### config.mk
export PLATFORM = sky130hd
export DESIGN_NAME = markup_tag_tokenizer_flat
export DESIGN_NICKNAME = d
export VERILOG_FILES = /design/src/sv/mtt_pkg.sv /design/src/sv/mtt_in_if.sv /design/src/sv/mtt_out_if.sv /design/src/sv/mtt_classify.sv /design/src/sv/mtt_parser.sv /design/src/sv/mtt_skid.sv /design/src/sv/markup_tag_tokenizer.sv /design/src/flat_wrapper.sv
export SDC_FILE = /design/constraint.sdc
export NUM_CORES = 1
export LEC_CHECK = 0
export ABC_AREA = 1
export BUFFER_PORTS_ARGS = -buffer_cell sky130_fd_sc_hd__buf_4
export CAP_MARGIN = 5
export CORE_MARGIN = 1
export CORE_UTILIZATION = 25
export CTS_BUF_LIST = sky130_fd_sc_hd__clkbuf_4 sky130_fd_sc_hd__clkbuf_8
export DETAILED_ROUTE_END_ITERATION = 7
export MAX_ROUTING_LAYER = met4
export SYNTH_ARGS = -nofsm -noshare
export SYNTH_HDL_FRONTEND = slang
export SYNTH_SLANG_ARGS = --single-unit
### constraint.sdc
create_clock -name clk -period 9.19 [get_ports clk]
set_input_delay 1.3785 -clock clk [delete_from_list [all_inputs] [get_ports clk]]
set_output_delay 1.3785 -clock clk [all_outputs]
set_load 0.01 [all_outputs]
### src/sv/mtt_pkg.sv
`default_nettype none
// ----------------------------------------------------------------------------
// mtt_pkg
// types and constants shared by the markup tag tokenizer modules
// ----------------------------------------------------------------------------
package mtt_pkg;

    // parser phase
    typedef enum logic [1:0] {
        PH_TEXT  = 2'd0,
        PH_TYPE  = 2'd1,
        PH_BODY  = 2'd2,
        PH_ERROR = 2'd3
    } phase_t;

    // event kinds carried on the result channel
    typedef enum logic [3:0] {
        EV_TEXT   = 4'd0,
        EV_OPEN   = 4'd1,
        EV_TYPE   = 4'd2,
        EV_LBRACE = 4'd3,
        EV_BODY   = 4'd4,
        EV_EQUALS = 4'd5,
        EV_SEMI   = 4'd6,
        EV_RBRACE = 4'd7,
        EV_QUOTED = 4'd8,
        EV_ERROR  = 4'd9,
        EV_END    = 4'd10
    } event_kind_t;

    // error codes
    typedef enum logic [2:0] {
        ERR_NONE       = 3'd0,
        ERR_TYPE_CHAR  = 3'd1,
        ERR_NO_TYPE    = 3'd2,
        ERR_TWO_EQUALS = 3'd3,
        ERR_BODY_CHAR  = 3'd4,
        ERR_INCOMPLETE = 3'd5
    } error_code_t;

    // special bytes
    localparam logic [7:0] CH_PERCENT    = 8'h25;
    localparam logic [7:0] CH_LBRACE     = 8'h7B;
    localparam logic [7:0] CH_RBRACE     = 8'h7D;
    localparam logic [7:0] CH_EQUALS     = 8'h3D;
    localparam logic [7:0] CH_SEMI       = 8'h3B;
    localparam logic [7:0] CH_QUOTE      = 8'h22;
    localparam logic [7:0] CH_UNDERSCORE = 8'h5F;
    localparam logic [7:0] CH_HYPHEN     = 8'h2D;

    // byte class flags from the classifier to the parser
    typedef struct packed {
        logic is_percent;
        logic is_lbrace;
        logic is_rbrace;
        logic is_equals;
        logic is_semi;
        logic is_quote;
        logic is_letter;
        logic is_body;
    } byte_class_t;

endpackage : mtt_pkg
`default_nettype wire

### src/sv/mtt_in_if.sv
`default_nettype none
// ----------------------------------------------------------------------------
// mtt_in_if
// byte channel into the tokenizer
// ----------------------------------------------------------------------------
interface mtt_in_if;
    logic       valid;
    logic       ready;
    logic [7:0] text_byte;
    logic       end_of_text;

    modport source (output valid, output text_byte, output end_of_text, input ready);
    modport sink   (input valid, input text_byte, input end_of_text, output ready);
endinterface : mtt_in_if
`default_nettype wire

### src/sv/mtt_out_if.sv
`default_nettype none
// ----------------------------------------------------------------------------
// mtt_out_if
// event channel out of the tokenizer
// ----------------------------------------------------------------------------
interface mtt_out_if #(
    parameter int OFFSET_BITS = 24
);
    logic                   valid;
    logic                   ready;
    logic [3:0]             event_kind;
    logic [OFFSET_BITS-1:0] event_offset;
    logic [2:0]             error_code;
    logic [OFFSET_BITS-1:0] tag_begin_offset;

    modport source (
        output valid, output event_kind, output event_offset,
        output error_code, output tag_begin_offset, input ready
    );
    modport sink (
        input valid, input event_kind, input event_offset,
        input error_code, input tag_begin_offset, output ready
    );
endinterface : mtt_out_if
`default_nettype wire

### src/sv/mtt_classify.sv
`default_nettype none
// ----------------------------------------------------------------------------
// mtt_classify
// sorts one document byte into the classes the parser acts on
// ----------------------------------------------------------------------------
module mtt_classify (
    input  wire logic [7:0]          text_byte,
    output mtt_pkg::byte_class_t     byte_class
);
    import mtt_pkg::*;

    logic is_upper;
    logic is_lower;
    logic is_digit;

    always_comb
    begin
        is_upper = (text_byte >= 8'h41) && (text_byte <= 8'h5A);
        is_lower = (text_byte >= 8'h61) && (text_byte <= 8'h7A);
        is_digit = (text_byte >= 8'h30) && (text_byte <= 8'h39);

        byte_class.is_percent = (text_byte == CH_PERCENT);
        byte_class.is_lbrace  = (text_byte == CH_LBRACE);
        byte_class.is_rbrace  = (text_byte == CH_RBRACE);
        byte_class.is_equals  = (text_byte == CH_EQUALS);
        byte_class.is_semi    = (text_byte == CH_SEMI);
        byte_class.is_quote   = (text_byte == CH_QUOTE);
        byte_class.is_letter  = is_upper || is_lower;
        byte_class.is_body    = is_upper || is_lower || is_digit
                                || (text_byte == CH_UNDERSCORE)
                                || (text_byte == CH_HYPHEN);
    end

endmodule : mtt_classify
`default_nettype wire

### src/sv/mtt_parser.sv
`default_nettype none
// ----------------------------------------------------------------------------
// mtt_parser
// tag state machine: one beat in, one event out, state updated on accept
// ----------------------------------------------------------------------------
module mtt_parser #(
    parameter int OFFSET_BITS = 24
) (
    input  wire logic                   clk,
    input  wire logic                   rst_n,
    input  wire logic                   accept,
    input  wire logic                   end_of_text,
    input  mtt_pkg::byte_class_t        byte_class,
    output mtt_pkg::event_kind_t        event_kind,
    output logic [OFFSET_BITS-1:0]      event_offset,
    output mtt_pkg::error_code_t        error_code,
    output logic [OFFSET_BITS-1:0]      tag_begin_offset
);
    import mtt_pkg::*;

    phase_t                 phase_reg,         phase_next;
    logic                   quoted_reg,        quoted_next;
    logic                   equals_seen_reg,   equals_seen_next;
    logic                   type_empty_reg,    type_empty_next;
    logic [OFFSET_BITS-1:0] tag_start_reg,     tag_start_next;
    logic [OFFSET_BITS-1:0] position_reg,      position_next;
    error_code_t            err_code_reg,      err_code_next;
    logic [OFFSET_BITS-1:0] err_offset_reg,    err_offset_next;

    always_ff @(posedge clk or negedge rst_n)
    begin
        if (!rst_n)
        begin
            phase_reg       <= PH_TEXT;
            quoted_reg      <= 1'b0;
            equals_seen_reg <= 1'b0;
            type_empty_reg  <= 1'b1;
            tag_start_reg   <= '0;
            position_reg    <= '0;
            err_code_reg    <= ERR_NONE;
            err_offset_reg  <= '0;
        end
        else if (accept)
        begin
            phase_reg       <= phase_next;
            quoted_reg      <= quoted_next;
            equals_seen_reg <= equals_seen_next;
            type_empty_reg  <= type_empty_next;
            tag_start_reg   <= tag_start_next;
            position_reg    <= position_next;
            err_code_reg    <= err_code_next;
            err_offset_reg  <= err_offset_next;
        end
    end

    always_comb
    begin
        phase_next       = phase_reg;
        quoted_next      = quoted_reg;
        equals_seen_next = equals_seen_reg;
        type_empty_next  = type_empty_reg;
        tag_start_next   = tag_start_reg;
        err_code_next    = err_code_reg;
        err_offset_next  = err_offset_reg;
        position_next    = (position_reg == '1) ? position_reg
                                                : position_reg + OFFSET_BITS'(1);

        event_kind       = EV_TEXT;
        event_offset     = position_reg;
        error_code       = ERR_NONE;
        tag_begin_offset = tag_start_reg;

        if (end_of_text)
        begin
            // outcome of the document, then back to reset state
            unique case (phase_reg)
                PH_ERROR:
                begin
                    event_kind   = EV_ERROR;
                    error_code   = err_code_reg;
                    event_offset = err_offset_reg;
                end
                PH_TYPE, PH_BODY:
                begin
                    event_kind   = EV_ERROR;
                    error_code   = ERR_INCOMPLETE;
                    event_offset = tag_start_reg;
                end
                default:
                begin
                    event_kind = EV_END;
                end
            endcase
            phase_next       = PH_TEXT;
            quoted_next      = 1'b0;
            equals_seen_next = 1'b0;
            type_empty_next  = 1'b1;
            tag_start_next   = '0;
            position_next    = '0;
            err_code_next    = ERR_NONE;
            err_offset_next  = '0;
        end
        else
        begin
            unique case (phase_reg)
                PH_TEXT:
                begin
                    if (byte_class.is_percent)
                    begin
                        event_kind       = EV_OPEN;
                        tag_start_next   = position_reg;
                        type_empty_next  = 1'b1;
                        quoted_next      = 1'b0;
                        equals_seen_next = 1'b0;
                        phase_next       = PH_TYPE;
                    end
                end
                PH_TYPE:
                begin
                    if (byte_class.is_lbrace)
                    begin
                        event_kind = EV_LBRACE;
                        phase_next = PH_BODY;
                    end
                    else if (byte_class.is_letter)
                    begin
                        event_kind      = EV_TYPE;
                        type_empty_next = 1'b0;
                    end
                    else
                    begin
                        event_kind      = EV_ERROR;
                        phase_next      = PH_ERROR;
                        err_code_next   = ERR_TYPE_CHAR;
                        err_offset_next = position_reg;
                    end
                end
                PH_BODY:
                begin
                    if (quoted_reg)
                    begin
                        event_kind = EV_QUOTED;
                        if (byte_class.is_quote)
                            quoted_next = 1'b0;
                    end
                    else if (byte_class.is_quote)
                    begin
                        event_kind  = EV_QUOTED;
                        quoted_next = 1'b1;
                    end
                    else if (byte_class.is_semi)
                    begin
                        event_kind       = EV_SEMI;
                        equals_seen_next = 1'b0;
                    end
                    else if (byte_class.is_equals)
                    begin
                        if (equals_seen_reg)
                        begin
                            event_kind      = EV_ERROR;
                            phase_next      = PH_ERROR;
                            err_code_next   = ERR_TWO_EQUALS;
                            err_offset_next = position_reg;
                        end
                        else
                        begin
                            event_kind       = EV_EQUALS;
                            equals_seen_next = 1'b1;
                        end
                    end
                    else if (byte_class.is_rbrace)
                    begin
                        if (type_empty_reg)
                        begin
                            event_kind      = EV_ERROR;
                            phase_next      = PH_ERROR;
                            err_code_next   = ERR_NO_TYPE;
                            err_offset_next = tag_start_reg;
                        end
                        else
                        begin
                            event_kind       = EV_RBRACE;
                            phase_next       = PH_TEXT;
                            equals_seen_next = 1'b0;
                            quoted_next      = 1'b0;
                        end
                    end
                    else if (byte_class.is_body)
                    begin
                        event_kind = EV_BODY;
                    end
                    else
                    begin
                        event_kind      = EV_ERROR;
                        phase_next      = PH_ERROR;
                        err_code_next   = ERR_BODY_CHAR;
                        err_offset_next = position_reg;
                    end
                end
                default:
                begin
                    event_kind = EV_ERROR;
                end
            endcase

            // error events report the latched error
            if (event_kind == EV_ERROR)
            begin
                error_code   = err_code_next;
                event_offset = err_offset_next;
            end
            tag_begin_offset = tag_start_next;
        end
    end

endmodule : mtt_parser
`default_nettype wire

### src/sv/mtt_skid.sv
`default_nettype none
// ----------------------------------------------------------------------------
// mtt_skid
// two-entry output buffer: result register plus skid register
// ----------------------------------------------------------------------------
module mtt_skid #(
    parameter int WIDTH = 8
) (
    input  wire logic             clk,
    input  wire logic             rst_n,
    input  wire logic             in_valid,
    output logic                  in_ready,
    input  wire logic [WIDTH-1:0] in_data,
    output logic                  out_valid,
    input  wire logic             out_ready,
    output logic [WIDTH-1:0]      out_data
);
    logic             main_valid_reg, main_valid_next;
    logic [WIDTH-1:0] main_data_reg,  main_data_next;
    logic             skid_valid_reg, skid_valid_next;
    logic [WIDTH-1:0] skid_data_reg,  skid_data_next;

    always_ff @(posedge clk or negedge rst_n)
    begin
        if (!rst_n)
        begin
            main_valid_reg <= 1'b0;
            skid_valid_reg <= 1'b0;
        end
        else
        begin
            main_valid_reg <= main_valid_next;
            skid_valid_reg <= skid_valid_next;
        end
    end

    always_ff @(posedge clk)
    begin
        main_data_reg <= main_data_next;
        skid_data_reg <= skid_data_next;
    end

    always_comb
    begin
        in_ready        = !skid_valid_reg;
        main_valid_next = main_valid_reg;
        main_data_next  = main_data_reg;
        skid_valid_next = skid_valid_reg;
        skid_data_next  = skid_data_reg;

        if (out_ready || !main_valid_reg)
        begin
            // result register free: refill from skid first, else from input
            if (skid_valid_reg)
            begin
                main_valid_next = 1'b1;
                main_data_next  = skid_data_reg;
                skid_valid_next = 1'b0;
            end
            else
            begin
                main_valid_next = in_valid;
                main_data_next  = in_data;
            end
        end
        else if (in_valid && !skid_valid_reg)
        begin
            // result held: park the new beat
            skid_valid_next = 1'b1;
            skid_data_next  = in_data;
        end
    end

    assign out_valid = main_valid_reg;
    assign out_data  = main_data_reg;

endmodule : mtt_skid
`default_nettype wire

### src/sv/markup_tag_tokenizer.sv
`default_nettype none
// ----------------------------------------------------------------------------
// markup_tag_tokenizer
// byte-stream tokenizer for %type{key=value;...} markup tags
// ----------------------------------------------------------------------------
// Each input beat carries one document byte, or an end-of-text mark, and
// produces exactly one event beat with its document offset and the offset
// of the '%' that opened the current tag. The block takes one byte per
// cycle while input ready is high: the byte is classified and run through
// the tag state machine in the cycle it is accepted, and the event enters
// the output buffer on the same clock edge. A second output entry lets
// one more beat in while a result waits, so input ready only drops once
// two events are queued. Errors stick until end of text; the end beat
// reports the outcome and returns offsets and state to their reset values.
// The offset counter holds at its maximum once it gets there.
// ----------------------------------------------------------------------------
module markup_tag_tokenizer #(
    parameter int OFFSET_BITS = 24
) (
    input  wire logic   clk,
    input  wire logic   rst_n,
    mtt_in_if.sink      text_in,
    mtt_out_if.source   event_out
);
    import mtt_pkg::*;

    // packed event: kind, offset, error code, tag start
    localparam int EVENT_BITS = 4 + OFFSET_BITS + 3 + OFFSET_BITS;

    byte_class_t            byte_class;
    logic                   in_ready;
    logic                   accept;
    event_kind_t            event_kind;
    logic [OFFSET_BITS-1:0] event_offset;
    error_code_t            error_code;
    logic [OFFSET_BITS-1:0] tag_begin_offset;
    logic [EVENT_BITS-1:0]  event_data;
    logic [EVENT_BITS-1:0]  out_data;

    // a beat is accepted whenever the output buffer has a free entry
    assign accept        = text_in.valid && in_ready;
    assign text_in.ready = in_ready;

    // byte classes: letters, body characters and the tag punctuation
    mtt_classify u_classify (
        .text_byte  (text_in.text_byte),
        .byte_class (byte_class)
    );

    // tag state machine and offset counter, stepped on every accepted beat
    mtt_parser #(
        .OFFSET_BITS (OFFSET_BITS)
    ) u_parser (
        .clk              (clk),
        .rst_n            (rst_n),
        .accept           (accept),
        .end_of_text      (text_in.end_of_text),
        .byte_class       (byte_class),
        .event_kind       (event_kind),
        .event_offset     (event_offset),
        .error_code       (error_code),
        .tag_begin_offset (tag_begin_offset)
    );

    assign event_data = {event_kind, event_offset, error_code, tag_begin_offset};

    // result register with skid entry
    mtt_skid #(
        .WIDTH (EVENT_BITS)
    ) u_skid (
        .clk       (clk),
        .rst_n     (rst_n),
        .in_valid  (text_in.valid),
        .in_ready  (in_ready),
        .in_data   (event_data),
        .out_valid (event_out.valid),
        .out_ready (event_out.ready),
        .out_data  (out_data)
    );

    // unpack the event onto the output channel
    assign event_out.event_kind       = out_data[EVENT_BITS-1 -: 4];
    assign event_out.event_offset     = out_data[EVENT_BITS-5 -: OFFSET_BITS];
    assign event_out.error_code       = out_data[OFFSET_BITS+2 -: 3];
    assign event_out.tag_begin_offset = out_data[OFFSET_BITS-1:0];

endmodule : markup_tag_tokenizer
`default_nettype wire
### src/flat_wrapper.sv
// flat-port wrapper written by rule: the top's interface ports become plain ports
module markup_tag_tokenizer_flat import mtt_pkg::*;
#(
    parameter int OFFSET_BITS = 24
)
  (clk, rst_n, text_in_valid, text_in_text_byte, text_in_end_of_text, text_in_ready, event_out_valid, event_out_event_kind, event_out_event_offset, event_out_error_code, event_out_tag_begin_offset, event_out_ready);
  mtt_in_if text_in_i ();
  mtt_out_if #(.OFFSET_BITS(OFFSET_BITS)) event_out_i ();
  input  wire logic clk;
  input  wire logic rst_n;
  input wire logic [$bits(text_in_i.valid)-1:0] text_in_valid;
  input wire logic [$bits(text_in_i.text_byte)-1:0] text_in_text_byte;
  input wire logic [$bits(text_in_i.end_of_text)-1:0] text_in_end_of_text;
  output wire logic [$bits(text_in_i.ready)-1:0] text_in_ready;
  output wire logic [$bits(event_out_i.valid)-1:0] event_out_valid;
  output wire logic [$bits(event_out_i.event_kind)-1:0] event_out_event_kind;
  output wire logic [$bits(event_out_i.event_offset)-1:0] event_out_event_offset;
  output wire logic [$bits(event_out_i.error_code)-1:0] event_out_error_code;
  output wire logic [$bits(event_out_i.tag_begin_offset)-1:0] event_out_tag_begin_offset;
  input wire logic [$bits(event_out_i.ready)-1:0] event_out_ready;
  assign text_in_i.valid = text_in_valid;
  assign text_in_i.text_byte = text_in_text_byte;
  assign text_in_i.end_of_text = text_in_end_of_text;
  assign text_in_ready = text_in_i.ready;
  assign event_out_valid = event_out_i.valid;
  assign event_out_event_kind = event_out_i.event_kind;
  assign event_out_event_offset = event_out_i.event_offset;
  assign event_out_error_code = event_out_i.error_code;
  assign event_out_tag_begin_offset = event_out_i.tag_begin_offset;
  assign event_out_i.ready = event_out_ready;
  markup_tag_tokenizer #(.OFFSET_BITS(OFFSET_BITS)) u_core (.clk(clk), .rst_n(rst_n), .text_in(text_in_i), .event_out(event_out_i));
endmodule
==> metrics, run 1 <==
TritonCTS clock tree done; average wire per standard cell between 15 and 20 microns; CP arrival 4.71 ns; Final Max Slew Viols 0; Yosys warnings 0; starting density of the core 25.4%; top post-synthesis cells by area edfxtp_1, dfrtp_1, nand2_1; initial drt markers between 1000 and 1500; largest net degree at the start of global routing 65; Final ANT Viol Nets 0; DR DRC count 0; post-CTS setup buffer count 0; worst slew pin tran 1.23 ns; dominant synthesized flop cell edfxtp_1; vias in the first global route about 10000; Filler cells 5004; total global-route track usage 17.4%; Synth Net Count 1542; pwr/cell area 226 nW/um^2; leak pwr 5.38 nW; first-pass GRT wire length a little over 60 mm; R2R Setup Slk 5.44 ns; Post-synth EDFFs 110; Root Driver clkbuf_8; die width 217 microns; worst hold-check path type reg -> reg; CP Capture Type register; Std-Cell Rows 78; Crit Path Category in -> reg; I/O Pins 70; Port Buf Inserts 69; clk buf depth 2; most frequent cells in the layout nand2_1, o21ai_0, a21oi_1; total number of vias 11000; Area growth syn-to-layout 11.9%; Core Region between 40000 and 50000 sq um; most common cell after layout, fill and taps aside nand2_1; DR pass1 iterations 6; DR vias/cell 5.13; H-tree Lvls 4; Worst Skew 0.0267 ns; die height 217 microns; part of the Yosys area used for sequential elements 46.5%; Post-Syn Area 11500 sq um; clk slew on worst S/H paths ~0.1 ns; CTS resizes 0; Mean Syn Cell Area roughly 7.6 sq um; initial antenna violation count 1; gr ovfl total 0; status completed; worst-skew pair later-pin latency 0.51 ns; full die area 47000 sq um; share of cells above drive strength 1 11.3%; Worst IR Drop VDD 0.110 mV; area leader, netlist edfxtp_1; Post-DP HPWL 25.7 mm; final setup vio count 0; ys async rst share between 40% and 50%; clock sink total between 150 and 200; CTS Buf Count 17; Critical Path Source Type primary input; Gate Count Post-Synth 1523; TNS Setup 0 ns; CP required roughly 9.5 ns; Hold Fails Final Rpt 0; max-cap violations 0; RSZ-0062 raised after global routing false; Final Critical Period roughly 4.4 ns; area share of the largest cell type after synthesis between 20 and 30%; Peak Freq 225 MHz; final worst-path cycle share 48.4%; post-layout util roughly 28%; max_slew headroom 17.3%; CTS hold repair buffers 0; library cells used by synthesis just over 50; flops & latches, synth 192; GPL Wtd Cong 0.976; CP Max Fanout 28; Post-Route WL 40.2 mm; fin nets about 1600
==> cells in the mapped netlist (12+ instances only) <==
cell / n
inv_1: 115
nand2_1: 517
a22oi_1: 19
o21ai_0: 194
nand4_1: 16
nand3_1: 38
nor2_1: 76
edfxtp_1: 110
a21oi_1: 124
o22ai_1: 44
dfrtp_1: 81
clkbuf_1: 59
buf_2: 12
==> power breakdown <==
group | switching (W) | total, W | internal [W]
registers | 0.0000951 | 0.00117 | 0.00108
logic | 0.000846 | 0.00120 | 0.000352
clock network | 0.000347 | 0.000547 | 0.000200
==> critical path, stage by stage <==
cell,delay (ns)
buf_4,0.13
inv_1,0.07
nand2_1,0.05
nor3_1,0.38
nand2_2,0.14
nand2_1,0.23
inv_1,0.50
a21oi_2,0.36
nor2_4,0.06
inv_2,0.07
nand3_4,0.42
inv_6,0.49
nand3_2,0.13
nand2_1,0.09
nand2_1,0.09
nand2_1,0.07
nand2_1,0.05
==> stage by stage <==
step                power, W  std cells  instance area, sq um  setup slack, ns  hold WS [ns]
floorplan            0.00197       1523                 11500             3.58         0.453
global placement     0.00236       2120                 12500             4.30         0.471
detailed placement   0.00237       2120                 12500             4.27         0.487
CTS                  0.00292       2152                 12900             4.82         0.512
global route         0.00307       2153                 12900             4.56         0.529
finish               0.00292       2153                 12900             4.74         0.515
==> area by class of cell <==
cell class | count | area [sq um] | share of cell area (%)
multi-input cells | 1118 | 5320 | 41.2
flip-flops and latches | 192 | 5360 | 41.5
diodes | 1 | 2.50 | 0.0194
clock buffers | 18 | 241 | 1.87
well taps | 600 | 751 | 5.82
repair buffers | 84 | 631 | 4.89
inverters | 126 | 480 | 3.72
clock inverters | 14 | 119 | 0.921
==> per-layer routing <==
metal	track usage, %	vias to the layer above	routed length (microns)
li1	-	5164	-
met1	22.9	5233	17500
met2	26.8	562	18400
met3	2.52	90	3080
met4	7.46	0	1220
met5	-	-	0
==> worst paths after layout <==
path,from,depth (start not counted),end
max,text_in_text_byte[0],17,u_core.u_skid.out_data[43]
max in group asynchronous,rst_n,2,u_core.u_skid.skid_valid_reg
min in group asynchronous,rst_n,1,u_core.u_parser.err_offset_reg[8]
min,u_core.u_parser.err_code_reg[1],2,u_core.u_parser.err_code_reg[1]
max reg2reg,u_core.u_parser.type_empty_reg,15,u_core.u_skid.out_data[43]
min reg2reg,u_core.u_parser.err_code_reg[1],2,u_core.u_parser.err_code_reg[1]
==> cell families after synthesis <==
| family | Yosys count | synth area share, % |
|---|---|---|
| flops | 192 | 46.5 |
| xor+xnor | 3 | 0.228 |
| compound gates | 417 | 20.0 |
| simple gates | 692 | 25.1 |
| fa+ha+maj | 6 | 0.651 |
| buf+inv | 213 | 7.54 |
No activity file was read; power rests on OpenSTA's default activity.
==> inputs of run 2 (changes only) <==
==> constraint.sdc (replaced) <==
create_clock -name clk -period 4.3 [get_ports clk]
set_input_delay 0.645 -clock clk [delete_from_list [all_inputs] [get_ports clk]]
set_output_delay 0.645 -clock clk [all_outputs]
set_load 0.01 [all_outputs]
==> metrics, run 2 (synthesized netlist as in run 1, its figures left out) <==
status completed; Root Driver clkbuf_8; most common cell after layout, fill and taps aside nand2_1; I/O Pins 70; DR DRC count 0; Port Buf Inserts 69; Crit path top cell by count nand2_1; Final Max Slew Viols 0; placed cell areas between 10000 and 15000 sq um; Comb pwr share 41.8%; Filler cells approximately 4900; worst hold-check path type in -> async; most frequent cells in the layout nand2_1, o21ai_0, a21oi_1; starting density of the core 25.4%; average wire per standard cell between 15 and 20 microns; total net switching power 0.00278 W; Area growth syn-to-layout 13.3%; fin area around 13000 sq um; switching power share of the total 43.8%; Flop pwr share between 30 and 40%; DR vias/cell about 5.1; post-CTS setup buffer count 0; Worst R2R Path Depth 13; Crit Path Category reg -> reg; largest net degree at the start of global routing 65; pre-CTS setup slack ~0.8 ns; total global-route track usage 18.1%; Final ANT Viol Nets 0; crit-path cells inv_1 -> ha_1 -> inv_1 -> a21oi_2 -> nor2_4 -> inv_2 -> nand3_4 -> inv_6 -> nand2_1 -> nand2_1 -> nand2_1 -> nand2_1 -> nand2_1; Crit path max-delay family buffers and inverters; final setup vio count 0; RSZ-0062 raised after global routing false; total number of vias between 10000 and 15000; TNS Setup 0 ns; Std-Cell Rows 78; critical path depth in cells 13; Cell Int Power between 0.003 and 0.004 W; initial antenna violation count 0; share of cells above drive strength 1 12.2%; final worst-path cycle share 76.3%; worst slew pin tran 1.06 ns; TritonCTS clock tree done; CP Capture Type register; Worst path max stage delay 0.48 ns; max-cap violations 0; Setup crit start u_core.u_parser.phase_reg[0]; slowest CP cell dfrtp_1; CTS Buf Count 17; CP arrival 3.52 ns; clock sink total 192; Hold Fails Final Rpt 0; Worst Slack Setup Final 1.02 ns; H-tree Lvls 4; pwr/cell area 486 nW/um^2; Post-DP HPWL 26.7 mm; Final Critical Period 3.28 ns; DR pass1 iterations 8; R2R Setup Slk 1.02 ns; die height 217 microns; Post-Route WL 41.3 mm; RR Startpoint u_core.u_parser.phase_reg[0]; Core Region 45500 sq um; CP Max Fanout 24; first-pass GRT wire length 63.1 mm; leak pwr between 5 and 6 nW; post-layout util 28.7%; worst-skew pair later-pin latency 0.51 ns; CP required around 4.5 ns; fin nets 1577; clk slew on worst S/H paths 0.11 ns; clk buf depth 2; Power Total 0.00636 W; Peak Freq 305 MHz; max_slew headroom 29.0%; Worst IR Drop VDD 0.245 mV; die width about 220 microns; CTS hold repair buffers 0; vias in the first global route 10400; Buf/Inv on CP 4; Worst Skew 0.0237 ns; R2R Path End u_core.u_skid.out_data[40]; CTS resizes 0; initial drt markers 1081; full die area 47000 sq um; Clk pwr share 19.1%; gr ovfl total 0; Critical Path Source Type register; GPL Wtd Cong 0.951
==> run 2: power groups by stage <==
stage          Sequential [W]  Clock [W]  Combinational [W]
6_report              0.00248    0.00122            0.00265
5_1_grt               0.00251    0.00131            0.00288
4_1_cts               0.00249    0.00124            0.00261
3_5_place_dp          0.00252          0            0.00260
3_3_place_gp          0.00252          0            0.00258
2_1_floorplan         0.00252          0            0.00169
==> run 2: metrics by stage <==
| step | hold slack, ns | std cells |
|---|---|---|
| final | 0.251 | 2172 |
| after global routing | 0.287 | 2171 |
| after CTS | 0.269 | 2171 |
| after detailed placement | 0.480 | 2139 |
| after global placement | 0.467 | 2139 |
| after floorplan | 0.349 | 1523 |
==> run 2: layout make-up <==
type                            count  area [sq um]  share of cell area (%)
Clock inverter                     15           153                    1.17
Tap cell                          600           751                    5.74
Multi-Input combinational cell   1118          5320                    40.7
Antenna cell                        1          2.50                  0.0191
Inverter                          126           480                    3.68
Sequential cell                   192          5360                    41.0
Timing Repair Buffer              103           773                    5.92
Clock buffer                       17           234                    1.79
==> run 2: worst max-delay path by stage <==
stage                                           endpoint  slack (ns)
after floorplan           u_core.u_skid.skid_data_reg[0]        0.04
after global placement        u_core.u_skid.out_data[40]        0.89
after detailed placement      u_core.u_skid.out_data[40]        0.81
after CTS                     u_core.u_skid.out_data[40]        1.10
after global routing          u_core.u_skid.out_data[38]        0.92
final                         u_core.u_skid.out_data[40]        1.02
==> run 2: per-layer routing <==
layer	part of all wire (%)	track usage, %	routed length (microns)
met5	0	-	0
met4	2.9	6.83	1200
met3	7.6	3.21	3130
met2	46	28.3	19000
met1	43	23.2	17900
==> run 2: worst reg2reg max path, stage by stage, from the launching register on <==
cell and delay [ns]:
dfrtp_1 0.48, inv_1 0.12, ha_1 0.39, inv_1 0.47, a21oi_2 0.33, nor2_4 0.08
inv_2 0.07, nand3_4 0.26, inv_6 0.38, nand2_1 0.11, nand2_1 0.07, nand2_1 0.08
nand2_1 0.07, nand2_1 0.10
